## config.mk

```make
export PLATFORM = sky130hd
export DESIGN_NAME = c8x_ctrl
export DESIGN_NICKNAME = d
export VERILOG_FILES = /design/src/design/assert_macros.svh /design/src/design/c8x_pkg.sv /design/src/design/c8x_ctrl.sv
export SDC_FILE = /design/constraint.sdc
export NUM_CORES = 1
export LEC_CHECK = 0
export ABC_AREA = 1
export CAP_MARGIN = 5
export CORE_AREA = 5 5 42 44
export CTS_CLUSTER_DIAMETER = 40
export CTS_CLUSTER_SIZE = 10
export DETAILED_ROUTE_END_ITERATION = 12
export DIE_AREA = 0 0 47 49
export DONT_BUFFER_PORTS = 1
export GPL_TIMING_DRIVEN = 1
export PLACE_DENSITY_LB_ADDON = 0.05
export SLEW_MARGIN = 25
export SYNTH_ARGS = -nofsm -noshare
export SYNTH_HDL_FRONTEND = slang
export SYNTH_SLANG_ARGS = --single-unit
```

## constraint.sdc

```tcl
create_clock -name clock -period 2.5 [get_ports clock]
set_input_delay 0.25 -clock clock [delete_from_list [all_inputs] [get_ports clock]]
set_output_delay 0.25 -clock clock [all_outputs]
set_load 0.02 [all_outputs]
```

## src/design/assert_macros.svh

```systemverilog
// Assertion macros used by the top-level design file
`ifndef ASSERT_MACROS_SVH
`define ASSERT_MACROS_SVH

// Check that an antecedent implies a consequent in the same cycle
`define ASSERT_IMPLY(label, clk, rst, ante, cons) \
   label: assert property (@(posedge clk) disable iff (rst) (ante) |-> (cons)) \
      else $error("assertion failed");

// Check that an antecedent implies a consequent in the next cycle
`define ASSERT_NEXT(label, clk, rst, ante, cons) \
   label: assert property (@(posedge clk) disable iff (rst) (ante) |=> (cons)) \
      else $error("assertion failed");

`endif

```

## src/design/c8x_pkg.sv

```systemverilog
// Shared types, constants and codes of the CHIP-8 executor
package c8x_pkg;

   localparam int MemDepthDefault   = 4096;
   localparam int StackDepthDefault = 16;

   localparam logic [11:0] PC_RESET = 12'd512;

   localparam logic [1:0] ST_OK    = 2'd0;
   localparam logic [1:0] ST_OVER  = 2'd1;
   localparam logic [1:0] ST_UNDER = 2'd2;
   localparam logic [1:0] ST_UNSUP = 2'd3;

   typedef enum logic [2:0] {
      CTL_IDLE,
      CTL_DECODE,
      CTL_MEMRD,
      CTL_MEMWAIT,
      CTL_BLOCK,
      CTL_BCD,
      CTL_DONE
   } ctl_state_type;

   // Commands from the controller to the datapath
   typedef struct packed {
      logic capture;   // latch the request
      logic exec;      // execute an ordinary opcode or a load
      logic blk_start; // clear block and BCD counters
      logic blk_step;  // process one byte of a block op
      logic bcd_step;  // write one BCD digit
      logic rd_issue;  // issue a memory read
      logic out_load;  // load the result register
   } dp_cmd_type;

   // Status from the datapath to the controller
   typedef struct packed {
      logic is_store_blk;
      logic is_load_blk;
      logic is_bcd;
      logic blk_last;
      logic bcd_last;
   } dp_sts_type;

endpackage

```

## src/design/c8x_ctrl.sv

```systemverilog
// Controller state machine of the CHIP-8 executor
module c8x_ctrl (
   input  logic                clock,
   input  logic                reset,
   input  logic                req_valid,
   output logic                req_ready,
   output logic                rsp_valid,
   input  logic                rsp_ready,
   input  c8x_pkg::dp_sts_type sts,
   output c8x_pkg::dp_cmd_type cmd
);
   import c8x_pkg::*;

   ctl_state_type state_ff, state_in;
   logic          rsp_valid_ff, rsp_valid_in;

   always_ff @(posedge clock) begin
      if (reset) begin
         state_ff     <= CTL_IDLE;
         rsp_valid_ff <= 1'b0;
      end else begin
         state_ff     <= state_in;
         rsp_valid_ff <= rsp_valid_in;
      end
   end

   assign rsp_valid = rsp_valid_ff;
   // Requests are taken only in idle; the result register is refilled once the previous one is taken
   assign req_ready = (state_ff == CTL_IDLE);

   always_comb begin
      state_in     = state_ff;
      rsp_valid_in = rsp_valid_ff;
      cmd          = '0;
      if (rsp_valid_ff && rsp_ready) rsp_valid_in = 1'b0;
      case (state_ff)
         CTL_IDLE: begin
            if (req_valid) begin
               cmd.capture = 1'b1;
               state_in    = CTL_DECODE;
            end
         end
         CTL_DECODE: begin
            if (sts.is_store_blk || sts.is_load_blk) begin
               cmd.blk_start = 1'b1;
               state_in      = CTL_MEMRD;
            end else if (sts.is_bcd) begin
               cmd.blk_start = 1'b1;
               state_in      = CTL_BCD;
            end else begin
               cmd.exec = 1'b1;
               state_in = CTL_DONE;
            end
         end
         CTL_MEMRD: begin
            if (sts.is_load_blk) begin
               cmd.rd_issue = 1'b1;
               state_in     = CTL_MEMWAIT;
            end else begin
               state_in = CTL_BLOCK;
            end
         end
         CTL_MEMWAIT: state_in = CTL_BLOCK;
         CTL_BLOCK: begin
            cmd.blk_step = 1'b1;
            state_in     = sts.blk_last ? CTL_DONE : CTL_MEMRD;
         end
         CTL_BCD: begin
            cmd.bcd_step = 1'b1;
            if (sts.bcd_last) state_in = CTL_DONE;
         end
         CTL_DONE: begin
            if (!rsp_valid_ff || rsp_ready) begin
               cmd.out_load = 1'b1;
               rsp_valid_in = 1'b1;
               state_in     = CTL_IDLE;
            end
         end
         default: state_in = CTL_IDLE;
      endcase
   end
endmodule

```

==> metrics.md, run 1 <==
| Metric | Value |
|---|---|
| Slowest stage delay, CP | `0.58 ns` |
| Clk_lat worst skew | `0.23 ns` |
| Net Count, Synth | `66` |
| First-pass DRT Iterations | `4` |
| # port buffers | `0` |
| Io pins | `18` |
| Crit-path cells | `nand2_2 -> nor2_2 -> a21boi_0` |
| Share of the yosys chip area belonging to registers | `24.8%` |
| First-pass GRT wire length | `1370 µm` |
| Post-DR wirelength/cell | `10.7 µm` |
| Setup Skew | `0.00566 ns` |
| Final setup viols | `0` |
| DR DRC count | `0` |
| Post-DP HPWL | `702 µm` |
| Worst path slowest cell | `a21boi_0` |
| Final ANT Viol Nets | `0` |
| Iter 0 DRT Violations | `5` |
| Final Hold Viols | `0` |
| Via Count | `327` |
| Max Freq | `571 MHz` |
| Cell Count Post-Placement | `73` |
| Pin count of the biggest net entering global routing | `8` |
| Multiplexer share of the synthesized area | `0%` |
| Final instance count without filler cells | `76` |
| Post-Synth Adder-Cell Area | `0%` |
| Seq pwr share | `31.9%` |
| Inserted Clock Buffers | `3` |
| Pre-CTS WS | `0.965 ns` |
| Leading cell type in the layout, fill and taps excluded | `nand2_1` |
| Post-Synth XOR/XNOR Area | `0%` |
| Crit path time final | `1.75 ns` |
| Max FO, Critical Path | `7` |
| Register-to-register setup slack | `1.31 ns` |
| Path type of the worst setup path | `flip-flop to output pin` |
| Logic pwr share | `40.0%` |
| Critical Path Start Type | `flip-flop` |
| Clk root buf | `clkbuf_4` |
| Post_cts resized | `0` |
| Post-synth cell types | `13` |
| Routed WL | `811 µm` |
| Htree depth | `1` |
| Vias in the first global route | `317` |
| RSZ-0062 raised after global routing | `false` |
| Hold Path Class | `input pin to flip-flop` |
| Status | `complete, no violations` |
| Yosys warning total | `0` |
| Power Density | `767 nW/µm²` |
| Largest family of logic cells by synthesized area | `simple AND/OR/NAND/NOR gates` |
| Max Cap Violations | `0` |
| Slew Limit Fails | `0` |
| Simple logic cell fraction of the synthesized area | `50.4%` |
| Net Sw Power | `0.121 mW` |
| VDD IR-drop max | `0.234 mV` |
| Final WS setup | `0.748 ns` |
| Final Core Density | `26.1%` |
| Yosys reg bits | `4` |
| Row Count | `14` |
| Setup TNS | `0 ns` |
| Commonest non-fill, non-tap cells in the layout | `12 x nand2_1, 11 x inv_1, 9 x nor2_1` |
| CTS tree | `yes` |
| Clock power share | `28.1%` |
| Die width | `47 µm` |
| Initial Util | `23.0%` |
| Critical Path AT | `1.50 ns` |
| Average size of a mapped cell | `5.66 µm²` |
| Initial antenna violation count | `0` |
| TritonCTS Sinks | `4` |
| Mapped cell area | `323 µm²` |
| Compound-Gate Fraction of Synth Area | `10.9%` |
| RePlAce Congestion | `0.639` |
| Die area | `2300 µm²` |
| Core area | `1400 µm²` |
| NumNets Final | `71` |
| Die height | `49 µm` |
| Grt total ovfl | `0` |
| Crit. End Element | `output pin` |
| Critical Path RT | `2.25 ns` |
| Layout overhead on the synthesized area | `13.2%` |
| Antenna cells | `0` |
| # Post-CTS Setup Buffers | `0` |
| Total track usage | `8.45%` |
| Layout cells sized above 1 | `20.0%` |
| # hold bufs at CTS | `0` |
| CTS Buffer Depth | `2` |
| Worst slew pin tran | `0.666 ns` |
| Mapped Cells | `57` |
| Clk pin slew, worst setup/hold paths | `0.04 ns` |
| Via density per instance | `4.30` |
| Cell leakage power | `0.188 nW` |
| Crit share post-route | `70.1%` |
| Largest delay contributor family on the critical path | `compound AO/OA/AOI/OAI gates` |
| Cell-internal power | `0.159 mW` |
| Rel. slew slack | `55.2%` |
| Net Sw Frac | `43.3%` |
| Worst Path Buf+Inv | `0` |
-- Yosys cell counts, drive strengths merged --
master,instances,area (µm²)
nor3,1,5.00
inv,12,45.0
nand2,15,63.8
dfxtp,4,80.1
a21boi,1,7.51
o211ai,1,7.51
nand3,6,35.0
nor2,13,58.8
a21oi,4,20.0
-- stage by stage --
stage	cell area [µm²]	power (mW)	hold slack (ns)
5_1_grt	365	0.307	0.0742
3_3_place_gp	343	0.207	0.324
4_1_cts	365	0.289	0.0717
6_report	365	0.280	0.0798
2_1_floorplan	323	0.186	0.319
3_5_place_dp	343	0.206	0.323
-- area by class of cell --
class                      instances  area [µm²]
multi-input combinational         41         198
inverter                          12        45.0
sequential                         4        80.1
clock buffer                       3        22.5
tap                               16        20.0
fill                             175        1040
-- power groups by stage --
stage / Sequential [mW] / Clock, mW / Combinational, mW
final: 0.0894 / 0.0788 / 0.112
after global routing: 0.0926 / 0.0864 / 0.128
after CTS: 0.0904 / 0.0839 / 0.115
after floorplan: 0.0869 / 0 / 0.0990
after detailed placement: 0.0909 / 0 / 0.115
after global placement: 0.0905 / 0 / 0.116
-- worst reg2reg max path, delay by kind of cell (launching register included) --
family                 cells  cell delay (ns)
and+or+nand+nor            5             0.53
DFF                        1             0.44
buffers and inverters      1             0.06
AOI/OAI and AO/OA          1             0.05
-- cells by family (layout without fill, tap and decap cells) --
logic type | Yosys count | in the layout
buffers and inverters | 12 | 15
AND/OR/NAND/NOR | 35 | 35
AO/OA/AOI/OAI | 6 | 6
flip-flops | 4 | 4
-- routing by layer --
metal | share of wire [%] | track usage, % | vias to the layer above
met5 | 0 | 0 | -
met4 | 1.8 | 8.29 | 0
met3 | 5.9 | 1.48 | 2
met2 | 46 | 11.1 | 10
met1 | 46 | 10.8 | 133
li1 | - | - | 182
-- state kept, by name (all words and copies together), names as in the netlist --
name / count
rsp_valid: 1
state_ff: 3
-- final timing paths --
check              startpoint          end  cells after the start
setup reg to reg    rsp_valid  state_ff[2]                      7
setup / recovery  state_ff[0]       cmd[4]                      3
hold reg to reg   state_ff[1]  state_ff[1]                      4
hold / removal          reset  state_ff[1]                      1
Note: power is estimated with default switching activity, not from simulation.
==> inputs of run 2 (changes only) <==
ABC_AREA = 0   (was 1)
clock period = 1.6 ns   (was 2.5 ns; I/O delays follow)
==> run 2 against run 1 <==
Against the previous run: sequential cell count stayed put; worst setup slack got worse by 0.61 ns; clock power increased by 54%; worst hold slack better by 0.086 ns; synthesized cell count is 25% lower; combinational power is 62% higher; sequential power increased by 88%; critical path depth shrank 1; register-to-register slack got worse by 1.1 ns; cell area grew 11%; clock-buffer cell count is the same; critical endpoint is now cmd[0].
==> metrics.md, run 2 <==
| Metric | Value |
|---|---|
| Status | `complete, no violations` |
| Worst path slowest cell | `dfxtp_1` |
| Yosys warning total | `0` |
| Largest delay contributor family on the critical path | `simple AND/OR/NAND/NOR gates` |
| Yosys reg bits | `4` |
| Total track usage | `8.58%` |
| Synth area leader | `dfxtp_1` |
| Number of flops mapped to enable cells by yosys | `0` |
| First-pass GRT wire length | `1390 µm` |
| Via Count | `336` |
| Initial Util | `24.8%` |
| Die area | `2300 µm²` |
| NumNets Final | `57` |
| Vias in the first global route | `303` |
| Post-synth top cells | `4 x dfxtp_1, 4 x nor2_1, 4 x nor2b_1` |
| Worst slew pin tran | `0.458 ns` |
| # port buffers | `0` |
| Iter 0 DRT Violations | `4` |
| Htree depth | `1` |
| Post-synth cell types | `27` |
| Critical Path AT | `1.30 ns` |
| Max FO, Critical Path | `14` |
| Rel. slew slack | `69.4%` |
| Layout cells sized above 1 | `26.1%` |
| Io pins | `18` |
| Initial antenna violation count | `0` |
| Net Count, Synth | `52` |
| Crit share post-route | `91.5%` |
| CTS tree | `yes` |
| Critical Path RT | `1.44 ns` |
| VDD IR-drop max | `0.294 mV` |
| Clk pin slew, worst setup/hold paths | `0.04 ns` |
| Routed WL | `873 µm` |
| Die width | `47 µm` |
| Setup Skew | `0.000881 ns` |
| Setup TNS | `0 ns` |
| Row Count | `14` |
| Worst Hold Slack | `0.166 ns` |
| Final ANT Viol Nets | `0` |
| Commonest non-fill, non-tap cells in the layout | `4 x nor2_1, 4 x nor2b_1, 3 x nor3_1, 3 x clkbuf_4` |
| Max Freq | `683 MHz` |
| Power Density | `1160 nW/µm²` |
| Cell Count Post-Placement | `58` |
| Worst Path Buf+Inv | `0` |
| Synth top area cells | `dfxtp_1 23%, nor2b_1 7.2%, and3b_1 5.0%` |
| Final Hold Viols | `0` |
| First-pass DRT Iterations | `2` |
| Pin count of the biggest net entering global routing | `16` |
| Slowest stage delay, CP | `0.44 ns` |
| Core area | `1400 µm²` |
| Grt total ovfl | `0` |
| Share of the yosys chip area belonging to registers | `23.0%` |
| Layout overhead on the synthesized area | `16.5%` |
| Post-DR wirelength/cell | `14.1 µm` |
| Main flop type after synthesis | `dfxtp_1` |
| Critical Path Start Type | `flip-flop` |
| DR DRC count | `0` |
| Mapped cell area | `348 µm²` |
| TritonCTS Sinks | `4` |
| CTS Buffer Depth | `2` |
| RePlAce Congestion | `0.678` |
| Slew Limit Fails | `0` |
| Crit-path cells | `nand3b_1 -> nor2b_1` |
| Mapped Cells | `43` |
| Antenna cells | `0` |
| Sequential cell area | `82.6 µm²` |
| Crit. End Element | `output pin` |
| Final setup viols | `0` |
| Top reg by flops | `state_ff` |
| Clk_lat worst skew | `0.23 ns` |
| Path type of the worst setup path | `flip-flop to output pin` |
| Fill cell count | `163` |
| Average size of a mapped cell | `8.09 µm²` |
| Cell leakage power | `0.160 nW` |
| Post-synth top area share | `23.0%` |
| RSZ-0062 raised after global routing | `false` |
| Inserted Clock Buffers | `3` |
| Asr flop ratio synth | `0%` |
| Area of the multi-input gates | `255 µm²` |
| Die height | `49 µm` |
| Via density per instance | `5.42` |
| Clk root buf | `clkbuf_4` |
| Hold Path Class | `input pin to flip-flop` |
| Max Cap Violations | `0` |
| Crit path time final | `1.46 ns` |
| Final instance count without filler cells | `62` |
| Max reg flops | `3` |
| # Post-CTS Setup Buffers | `0` |
==> run 2: changes by cell type after synthesis, sizes merged, moves of 5 or more <==
cell / before / now
inv: 12 / 0
nor2b: 0 / 5
nand3: 6 / 0
nand2: 15 / 1
nor2: 13 / 4
==> run 2: where the power goes <==
| group | leakage [nW] | switching, mW | internal, mW | total [mW] |
|---|---|---|---|---|
| clock network | 0.0138 | 0.0377 | 0.0837 | 0.121 |
| registers | 0.0336 | 0.0509 | 0.117 | 0.168 |
| logic | 0.112 | 0.0924 | 0.0891 | 0.181 |
| total | 0.160 | 0.181 | 0.290 | 0.471 |
==> run 2: area by class of cell <==
cell class | instances | share of cell area (%)
Sequential cell | 4 | 20.4
Tap cell | 16 | 4.94
Multi-Input combinational cell | 36 | 63.0
Timing Repair Buffer | 3 | 6.17
Clock buffer | 3 | 5.56
==> run 2: per-layer routing <==
layer,GRT usage (%),routed length [µm],up-vias
li1,-,-,170
met1,11.8,405,153
met2,10.2,387,11
met3,2.95,70,2
met4,6.91,10,0
met5,0,0,-
==> run 2: through the flow <==
stage	util (%)	instance area, µm²	total power, mW	setup slack (ns)
after detailed placement	26.4	370	0.347	0.240
after floorplan	-	348	0.307	0.0406
after CTS	28.7	403	0.479	0.0507
after global placement	26.4	370	0.346	0.275
final	28.9	405	0.471	0.136
after global routing	28.9	405	0.504	0.0729
==> run 2: logic make-up (layout without fill, tap and decap cells) <==
kind of cell           Yosys count  after routing  synth area share (%)
muxes                            1              1                  3.24
AOI/OAI and AO/OA               10             10                  23.0
and+or+nand+nor                 25             25                  47.1
buffers and inverters            3              6                  3.60
DFF                              4              4                  23.0
==> run 2: worst paths after layout <==
check	start	end	slack, ns	cells past startpoint
worst max register to register	state_ff[0]	state_ff[1]	0.22	3
worst max-delay path	state_ff[0]	cmd[0]	0.14	2
worst min-delay path	rsp_ready	rsp_valid	0.17	2
worst min register to register	state_ff[2]	state_ff[0]	0.62	2
==> run 2: what timing repair did <==
action / 4_1_cts / 5_1_grt
endpoints found under the hold margin: 2 / 0
gates resized for setup: 0 / 2
setup endpoints to repair: 0 / 1
hold buffers: 1 / 0
